**src/rtl/core/wjsp_pkg.sv**
```systemverilog
package wjsp_pkg;

    localparam int HEIGHT_W       = 32;
    localparam int COST_W         = 48;
    localparam int CFG_W          = 5;
    localparam int GAP_W          = 32;
    localparam int DEF_MAX_WINDOW = 16;
    localparam int DEF_MAX_LAYERS = 65536;

    localparam logic [COST_W-1:0] COST_MAX = {COST_W{1'b1}};

    typedef enum logic [1:0] {
        ST_FETCH,
        ST_PRIME,
        ST_SCAN,
        ST_COMMIT
    } step_t;

    typedef enum logic [1:0] {
        COND_ALWAYS,
        COND_IN_VALID,
        COND_MORE,
        COND_OUT_FREE
    } cond_t;

    typedef struct packed {
        logic  take_in;
        logic  load_tap;
        logic  accum;
        logic  commit;
        cond_t cond;
        step_t jump_to;
        step_t fall_to;
    } ctrl_word_t;

    // microprogram: one control word per step
    function automatic ctrl_word_t ucode_rom(input step_t step);
        ctrl_word_t cw;
        cw = '{take_in: 1'b0, load_tap: 1'b0, accum: 1'b0, commit: 1'b0,
               cond: COND_ALWAYS, jump_to: ST_FETCH, fall_to: ST_FETCH};
        unique case (step)
            ST_FETCH:
            begin
                cw.take_in = 1'b1;
                cw.cond    = COND_IN_VALID;
                cw.jump_to = ST_PRIME;
                cw.fall_to = ST_FETCH;
            end
            ST_PRIME:
            begin
                cw.load_tap = 1'b1;
                cw.cond     = COND_ALWAYS;
                cw.jump_to  = ST_SCAN;
                cw.fall_to  = ST_SCAN;
            end
            ST_SCAN:
            begin
                cw.load_tap = 1'b1;
                cw.accum    = 1'b1;
                cw.cond     = COND_MORE;
                cw.jump_to  = ST_SCAN;
                cw.fall_to  = ST_COMMIT;
            end
            ST_COMMIT:
            begin
                cw.commit  = 1'b1;
                cw.cond    = COND_OUT_FREE;
                cw.jump_to = ST_FETCH;
                cw.fall_to = ST_COMMIT;
            end
            default:
            begin
                cw.cond = COND_ALWAYS;
            end
        endcase
        return cw;
    endfunction

endpackage

```
**src/rtl/core/windowed_jump_shortest_path.sv**
```systemverilog
// Cheapest path over a run of layers: each input beat carries one layer height and each
// output beat the cheapest cost to reach that layer from the first layer of the run, where a
// jump of d layers (d up to the effective window) costs the height gap plus d squared and
// costs saturate at 2^48 - 1. A small microprogram steps one compare-add unit over the
// predecessors one per cycle: an input beat is followed by a prime step, the scan steps
// and a commit step that registers the result, and only then is the next beat taken;
// the next layer is taken while a finished result still waits on the output, and a
// second finished result waits in the commit step until the output frees. A window of
// 0 acts as 1, one above MAX_WINDOW as MAX_WINDOW; last_layer ends the run and the next
// beat starts again at cost 0.
module windowed_jump_shortest_path #(
    parameter int MAX_WINDOW = wjsp_pkg::DEF_MAX_WINDOW,
    parameter int MAX_LAYERS = wjsp_pkg::DEF_MAX_LAYERS
) (
    input  logic                          clk,
    input  logic                          rst_n,
    input  logic                          cfg_write,
    input  logic [wjsp_pkg::CFG_W-1:0]    cfg_data,
    input  logic                          in_valid,
    output logic                          in_stall,
    input  logic [wjsp_pkg::HEIGHT_W-1:0] layer_height,
    input  logic                          last_layer,
    output logic                          out_valid,
    input  logic                          out_stall,
    output logic [wjsp_pkg::COST_W-1:0]   best_cost,
    output logic                          is_last
);
    import wjsp_pkg::*;

    localparam int D_W   = $clog2(MAX_WINDOW + 2);
    localparam int IDX_W = (MAX_WINDOW > 1) ? $clog2(MAX_WINDOW) : 1;
    localparam int LYR_W = $clog2(MAX_LAYERS + 1);
    localparam int DSQ_W = 2 * D_W;
    localparam int SUM_W = COST_W + 2;

    step_t      step_reg, step_next;
    ctrl_word_t cw;
    logic       cond_true;
    logic       out_free;

    logic [CFG_W-1:0]  jump_window_reg;
    logic [LYR_W-1:0]  layer_index_reg;
    logic              out_valid_reg;

    logic [HEIGHT_W-1:0] height_ring_reg [MAX_WINDOW];
    logic [COST_W-1:0]   cost_ring_reg   [MAX_WINDOW];

    logic [HEIGHT_W-1:0] height_reg;
    logic                last_reg;
    logic [D_W-1:0]      avail_reg;
    logic [D_W-1:0]      d_reg;
    logic [GAP_W-1:0]    gap_reg;
    logic [DSQ_W-1:0]    dsq_reg;
    logic [COST_W-1:0]   cost_tap_reg;
    logic                tap_valid_reg;
    logic [COST_W-1:0]   best_reg;
    logic [COST_W-1:0]   best_cost_reg;
    logic                is_last_reg;

    logic [D_W-1:0]      win_eff;
    logic [D_W-1:0]      avail_new;
    logic [IDX_W-1:0]    tap_idx;
    logic [HEIGHT_W-1:0] tap_height;
    logic [HEIGHT_W:0]   diff_ab;
    logic [HEIGHT_W:0]   diff_ba;
    logic [GAP_W-1:0]    gap_new;
    logic [SUM_W-1:0]    sum;
    logic [COST_W-1:0]   cand;

    // effective window and predecessors available for the incoming layer
    always_comb
    begin
        if (jump_window_reg == '0)
            win_eff = D_W'(1);
        else if (32'(jump_window_reg) > 32'(MAX_WINDOW))
            win_eff = D_W'(MAX_WINDOW);
        else
            win_eff = D_W'(jump_window_reg);

        if (32'(layer_index_reg) < 32'(win_eff))
            avail_new = D_W'(layer_index_reg);
        else
            avail_new = win_eff;
    end

    // tap d sits at ring entry d - 1
    assign tap_idx    = IDX_W'(d_reg - D_W'(1));
    assign tap_height = height_ring_reg[tap_idx];
    assign diff_ab    = {tap_height[HEIGHT_W-1], tap_height}
                      - {height_reg[HEIGHT_W-1], height_reg};
    assign diff_ba    = {height_reg[HEIGHT_W-1], height_reg}
                      - {tap_height[HEIGHT_W-1], tap_height};
    assign gap_new    = diff_ab[HEIGHT_W] ? diff_ba[GAP_W-1:0] : diff_ab[GAP_W-1:0];

    always_comb
    begin
        sum = {2'b00, cost_tap_reg} + SUM_W'(gap_reg) + SUM_W'(dsq_reg);
        if (sum > SUM_W'(COST_MAX))
            cand = COST_MAX;
        else
            cand = sum[COST_W-1:0];
    end

    assign out_free = !out_valid_reg || !out_stall;

    // sequencer
    always_comb
    begin
        cw = ucode_rom(step_reg);
        unique case (cw.cond)
            COND_ALWAYS:   cond_true = 1'b1;
            COND_IN_VALID: cond_true = in_valid;
            COND_MORE:     cond_true = (d_reg <= avail_reg);
            COND_OUT_FREE: cond_true = out_free;
            default:       cond_true = 1'b0;
        endcase
        step_next = cond_true ? cw.jump_to : cw.fall_to;
        in_stall  = !cw.take_in;
    end

    always_ff @(posedge clk or negedge rst_n)
    begin
        if (!rst_n)
        begin
            step_reg        <= ST_FETCH;
            jump_window_reg <= CFG_W'(1);
            layer_index_reg <= '0;
            out_valid_reg   <= 1'b0;
        end
        else
        begin
            step_reg <= step_next;
            if (cfg_write)
                jump_window_reg <= cfg_data;
            if (cw.commit && out_free)
            begin
                out_valid_reg <= 1'b1;
                if (last_reg)
                    layer_index_reg <= '0;
                else if (32'(layer_index_reg) < MAX_LAYERS)
                    layer_index_reg <= layer_index_reg + LYR_W'(1);
            end
            else if (!out_stall)
            begin
                out_valid_reg <= 1'b0;
            end
        end
    end

    // datapath
    always_ff @(posedge clk)
    begin
        if (cw.take_in && in_valid)
        begin
            height_reg <= layer_height;
            last_reg   <= last_layer;
            avail_reg  <= avail_new;
            d_reg      <= D_W'(1);
            best_reg   <= (layer_index_reg == '0) ? '0 : COST_MAX;
        end
        if (cw.load_tap)
        begin
            gap_reg       <= gap_new;
            dsq_reg       <= DSQ_W'(d_reg) * DSQ_W'(d_reg);
            cost_tap_reg  <= cost_ring_reg[tap_idx];
            tap_valid_reg <= (d_reg <= avail_reg);
            d_reg         <= d_reg + D_W'(1);
        end
        if (cw.accum && tap_valid_reg && (cand < best_reg))
            best_reg <= cand;
        if (cw.commit && out_free)
        begin
            for (int k = MAX_WINDOW - 1; k > 0; k--)
            begin
                height_ring_reg[k] <= height_ring_reg[k-1];
                cost_ring_reg[k]   <= cost_ring_reg[k-1];
            end
            height_ring_reg[0] <= height_reg;
            cost_ring_reg[0]   <= best_reg;
            best_cost_reg      <= best_reg;
            is_last_reg        <= last_reg;
        end
    end

    assign out_valid = out_valid_reg;
    assign best_cost = best_cost_reg;
    assign is_last   = is_last_reg;

endmodule

```
**config.mk**
```make
export PLATFORM = sky130hd
export DESIGN_NAME = windowed_jump_shortest_path
export DESIGN_NICKNAME = d
export VERILOG_FILES = /design/src/rtl/core/wjsp_pkg.sv /design/src/rtl/core/windowed_jump_shortest_path.sv
export SDC_FILE = /design/constraint.sdc
export NUM_CORES = 2
export LEC_CHECK = 0
export ABC_AREA = 0
export BUFFER_PORTS_ARGS = -buffer_cell sky130_fd_sc_hd__buf_2
export CAP_MARGIN = 5
export CORE_MARGIN = 2
export CORE_UTILIZATION = 35
export CTS_CLUSTER_SIZE = 28
export DETAILED_ROUTE_END_ITERATION = 6
export GPL_TIMING_DRIVEN = 0
export HOLD_SLACK_MARGIN = 0.08
export SLEW_MARGIN = 20
export SYNTH_ARGS = -nofsm -noshare
export SYNTH_HDL_FRONTEND = slang
export SYNTH_SLANG_ARGS = --single-unit
```
**constraint.sdc**
```tcl
create_clock -name clk -period 89.9 [get_ports clk]
set_clock_uncertainty 0.15 [all_clocks]
set_input_delay 4.495 -clock clk [delete_from_list [all_inputs] [get_ports clk]]
set_output_delay 4.495 -clock clk [all_outputs]
set_load 0.005 [all_outputs]
```
Yosys cells after proc, flatten, opt, wreduce, memory -nomap -nowiden
Memories as Yosys holds them, arrays and structs flattened. A register that Yosys moved wholly into a read port is not among the register bits.
Cells that the tools add are included.
- flip-flop bits (word level): 208
- bits in writable memories: 1280
- input bits: 43
- output and inout port bits: 51
- word-level logic and storage cells: 77
- memories kept: 2
- add/subtract/negate cells: 7
- multiply operators: 1
- $lt $le $gt $ge: 6
- equality and inequality tests: 7
- multiplexer cells: 23
- reduce and logical (&&, ||, !) cells: 17
- memories (memory ; depth ; width ; read ports ; clocked after Yosys merged registers in ; wr ports ; RTL line ; RTL):
    cost_ring_reg ; 16 ; 48 ; 16 ; 1 ; 16 ; windowed_jump_shortest_path.sv:46 ; logic [COST_W-1:0] cost_ring_reg [MAX_WINDOW];
    height_ring_reg ; 16 ; 32 ; 16 ; 0 ; 16 ; windowed_jump_shortest_path.sv:45 ; logic [HEIGHT_W-1:0] height_ring_reg [MAX_WINDOW];
- operators by type and width (operator ; number):
    two-way mux 48 bit ; 4
    adder 49 x 10 -> 50 bit ; 1
    > comparator 50 x 48 -> 1 bit (second input constant) ; 1
    adder 48 x 32 -> 49 bit ; 1
    less-than comparator 48 bit ; 1
    two-way mux 17 bit ; 2
    subtractor 32 x 32 -> 33 bit ; 1
    two-way mux 32 bit ; 1
    subtractor 32 bit ; 1
    two-way mux 5 bit ; 5
    one-hot mux 6 bit (4 select lines) ; 1
    adder 17 x 1 -> 17 bit (second input constant) ; 1
    zero test 17 bit ; 1
    less-than comparator 17 bit (second input constant) ; 1
    less-than comparator 17 x 5 -> 1 bit ; 1
    multiplier 5 x 5 -> 10 bit ; 1
    equality test 2 bit (second input constant) ; 4
    two-way mux 1 bit ; 8
    nonzero test 2 bit ; 3
    adder 5 x 1 -> 5 bit (second input constant) ; 1
    > comparator 5 bit (second input constant) ; 1
    less-or-equal comparator 5 bit ; 1
    zero test 5 bit ; 1
    equality test 2 x 1 -> 1 bit (second input constant) ; 2
    other kinds (10) ; 16

Logic depth before layout (Yosys ltp)
- depth after elaboration: 7
- depth in mapped cells: 25
- gate-level depth less buffers: 23

Worst setup path before layout
OpenSTA, ideal clock, no wires.
- path kind: input -> register
- start point: input out_stall
- end point: register step_reg[0]
- library setup time: 0.204 ns
- data arrival time: 74.370 ns
- setup slack: 15.175 ns
- cell stages on the path: 3
- buffers on the path: 0
- path through: a21boi_1 > a2111oi_0 > mux2_2
- cells in the longest elaborated chain, start to end: 4
- ends and longest elaborated chain (item ; RTL line ; RTL):
    start: declaration ; windowed_jump_shortest_path.sv:24 ; input logic out_stall,
    zero test 1 bit ; -- ;
    logical OR 1 bit ; windowed_jump_shortest_path.sv:104 ; assign out_free = !out_valid_reg || !out_stall;
    one-hot mux 1 bit (4 select lines) ; windowed_jump_shortest_path.sv:110 ; unique case (cw.cond)
    two-way mux 2 bit ; windowed_jump_shortest_path.sv:117 ; step_next = cond_true ? cw.jump_to : cw.fall_to;
    named net step_next[0] ; windowed_jump_shortest_path.sv:36 ; step_t step_reg, step_next;
    end signal: assignment ; windowed_jump_shortest_path.sv:132 ; step_reg <= step_next;
    end: declaration ; windowed_jump_shortest_path.sv:36 ;
The timed path passes the listed nets, and every way through them passes these cells.
A chain may end at the register's enable or synchronous reset.

Worst setup path after layout
- start point: register d_reg[0]
- end point: register gap_reg[31], data pin
- cells in the longest elaborated chain, start to end: 4
- elaborated cells between the ends (all ways): 5
- ends and longest elaborated chain (item ; RTL line ; RTL):
    start: declaration ; windowed_jump_shortest_path.sv:51 ; logic [D_W-1:0] d_reg;
    start signal: assignment ; windowed_jump_shortest_path.sv:167 ; d_reg <= d_reg + D_W'(1);
    subtractor 4 x 1 -> 4 bit (*) ; windowed_jump_shortest_path.sv:87 ; assign tap_idx = IDX_W'(d_reg - D_W'(1));
    named net tap_idx[0] ; windowed_jump_shortest_path.sv:62 ; logic [IDX_W-1:0] tap_idx;
    memory (16 x 32 bit) (*) ; -- ;
    subtractor 32 x 32 -> 33 bit / subtractor 32 bit (equally long branches) ; windowed_jump_shortest_path.sv:90, windowed_jump_shortest_path.sv:92 ;
    two-way mux 32 bit (*) ; windowed_jump_shortest_path.sv:93 ; assign gap_new = diff_ab[HEIGHT_W] ? diff_ba[GAP_W-1:0] : diff_ab[GAP_W-1:0];
    named net gap_new[31] ; windowed_jump_shortest_path.sv:66 ; logic [GAP_W-1:0] gap_new;
    end signal: assignment ; windowed_jump_shortest_path.sv:163 ; gap_reg <= gap_new;
    end: declaration ; windowed_jump_shortest_path.sv:52 ; logic [GAP_W-1:0] gap_reg;
Mark *: on every way through the listed nets, which the timed path passes. The rest lies on a longest branch.

==> metrics <==
ordered cell list for the critical path=clkbuf_1 > clkbuf_2 > buf_1 > inv_1 > ha_1 > clkbuf_1 > clkbuf_1 > clkbuf_1 > mux4_2 > mux4_2 > ha_1 > clkbuf_1 > nand4_1 > nor2_1 > nand3_1 > o2111a_1 > nor3_1 > a221o_1 > o21ai_0 > mux2i_1 > nand3b_1; sequential element share of the synthesized area=0.7054; most common library cells after synthesis=edfxtp_1 (1462), mux4_2 (400), ha_1 (195), inv_1 (177), a21oi_1 (140); total clock buffers created by CTS=approximately 150; number of warnings issued by yosys=0; routed wire length=between 100000 and 150000 microns; count of routing violations after the opening detailed-route iteration=around 3500; most repeated cell in the gate-level netlist after synthesis=edfxtp_1; post-detailed-placement half-perimeter wirelength=slightly below 100000 microns; share of synthesized registers carrying an async set or reset=0.01681; Via density=5.212; endpoint arrival time on the critical path=around 10 ns; most repeated library cell on the critical path=clkbuf_1; Crit-path slowest cell=buf_1; count of endpoints failing hold in the final timing report=0; Worst R2R Setup Slack=around 80 ns; run status=finished, final reports clean; cell accounting for the most synthesized area=edfxtp_1; starting density of the core=0.3530; insertion delay of the later-clocked pin in the worst-skew pair=roughly 0.8 ns; required time of the critical path=between 90 and 100 ns; logic depth of the worst register-to-register path=21; chip width=around 430 microns; initial antenna violation count=5; number of setup buffers added after CTS=0; Worst setup EP type=flop; count of antenna-violating nets left after detailed routing=0; Congestion Overflow GR=0; Layout Nets=~3900; hold endpoint=cost_ring_reg[11][46]; CTS tree=done; number of synthesized flops with an enable pin=between 1000 and 1500; max FFs per register=roughly 770; Max Freq=about 0.1 GHz; H-tree depth=4; count of different cell masters after synthesis=80; relative area change from synthesis to final layout=16.50%; Post-CTS Hold Fix Bufs=0; number of port buffers=93; die height=between 400 and 500 microns; average cell area after synthesis=roughly 19 sq um; maximum clock path buffer count=3; reg-to-reg critical path endpoint=gap_reg[31]; I/O pins=94; largest net degree at the start of global routing=49; Worst Path Max Fanout=11; Root Buffer=clkbuf_16; worst max-slew margin expressed relative to the limit=0.2423; total count of max-transition violations in the final report=0; Most used DFF post-synth=edfxtp_1; category of the most critical setup path=flop to flop; Critical Path Start Type=flop; Min-Delay Path Class=flop to flop; final non-filler cell area=roughly 74000 sq um; global-route wire length before repair=between 200000 and 250000 microns; combined area of all synthesized cells=approximately 63000 sq um; share of layout cells above drive strength 1=0.2339; ranking of synthesized cells by area=edfxtp_1 (70%), mux4_2 (14%), ha_1 (3.9%), a21oi_1 (1.1%), inv_1 (1.1%); number of vias in the routed layout=approximately 32000; First-pass DRT Iterations=5; number of rows in the core area=between 150 and 200; Tcrit/Tclk final=0.1101; FF+latch count, synth=1487; number of setup violations in the final report=0; Reg clk slew, reported paths=about 0.060 ns; via count of the first global-routing pass=between 30000 and 40000; shortest clock period the worst path allows after layout=around 10 ns; combined global-route utilization of all metal layers=0.1505; total core area=around 180000 sq um; placed instance area=68530 sq um; min-delay src=cost_ring_reg[10][46]; worst hold path depth=0; CP peak stage delay=just under 0.9 ns; reported max-cap violation count=0; die area=183800 sq um; setup repair after global routing missed its margin=false; top cell type's share of synthesized area=0.6955; per-cell routed wire length=~23 microns; cts repair resizes=0; measured slew at the worst slew-check pin=about 1.1 ns; worst hold slack across all endpoints=0.2730 ns; launch point of the worst reg-to-reg path=d_reg[0]; clock sink count=1487; drt drc=0; number of nets in the synthesized netlist=approximately 3600; weighted congestion at the end of routability-driven global placement=about 0.87; gate count after technology mapping=between 3000 and 4000
## critical path: cells and delay by family (launching register included)
kind                     cells  cell delay, ns
buffers and inverters        8            4.68
flip-flops                   1            0.43
adder cells (fa/ha/maj)      2            0.69
AO/OA/AOI/OAI                3            0.76
multiplexers                 3            1.11
AND/OR/NAND/NOR              5            1.67
## metrics by stage
| step | util | std cells | worst slack [ns] | setup TNS (ns) |
|---|---|---|---|---|
| 2_1_floorplan | - | 3330 | 15.18 | 0 |
| 3_3_place_gp | 0.3721 | 5778 | -9.726 | -37.69 |
| 3_5_place_dp | 0.3833 | 5856 | 79.82 | 0 |
| 4_1_cts | 0.4111 | 6134 | 79.80 | 0 |
| 5_1_grt | 0.4113 | 6135 | 79.52 | 0 |
| 6_report | 0.4113 | 6137 | 80.00 | 0 |
## worst max path at each step
stage / start / end / cells past startpoint
finish: d_reg[0] / gap_reg[31] / 21
global route: d_reg[0] / gap_reg[25] / 21
CTS: d_reg[0] / gap_reg[26] / 23
detailed placement: d_reg[0] / gap_reg[26] / 23
global placement: out_stall / step_reg[0] / 4
floorplan: out_stall / step_reg[0] / 3
## final cells by class
| type | instances | area, sq um |
|---|---|---|
| Inverter | 177 | 664.4 |
| Fill cell | 15780 | 105300 |
| Timing Repair Buffer | 172 | 2406 |
| Sequential cell | 1487 | 44530 |
| Clock inverter | 95 | 1013 |
| Clock buffer | 183 | 3963 |
| Multi-Input combinational cell | 1521 | 17370 |
| Tap cell | 2355 | 2947 |
| Antenna cell | 2 | 5.005 |
| Buffer | 145 | 645.6 |
## cells in the final DEF, fill, tap and decap left out, drive strengths merged, types with 16 or more instances in the layout
cell,Yosys,final
dfrtp,24,24
nor2,102,102
clkbuf,104,292
ha,195,195
nand4,22,22
xnor2,49,49
inv,177,189
mux4,400,400
xor2,40,40
a21o,60,60
nand2b,18,18
clkinv,0,57
nand2,97,97
buf,41,208
nor3,28,28
mux2i,20,20
nor2b,21,21
o21a,16,16
bufinv,0,16
nand3,31,31
a31oi,25,25
edfxtp,1462,1462
a21oi,141,141
o21ai,71,71
## logic make-up (layout without fill, tap and decap cells)
family / after synthesis / after routing / share of synthesized area
multiplexers: 428 / 428 / 0.1473
adder cells (fa/ha/maj): 209 / 209 / 0.04309
other: 0 / 2 / 0
XOR/XNOR: 89 / 89 / 0.01235
buffers and inverters: 322 / 772 / 0.02012
AND/OR/NAND/NOR: 389 / 389 / 0.03001
AO/OA/AOI/OAI: 406 / 406 / 0.04168
flip-flops: 1487 / 1487 / 0.7054
## metal layers
metal | routed length, microns | GRT usage | vias up
li1 | - | - | 14150
met1 | 62610 | 0.2136 | 16690
met2 | 64150 | 0.2317 | 933
met3 | 7589 | 0.02645 | 213
met4 | 4696 | 0.05729 | 0
met5 | 0 | 0 | -
Power is left out: the tool's default activity adds up to more than one toggle a clock period on the data nets, which glitch-free logic cannot reach.
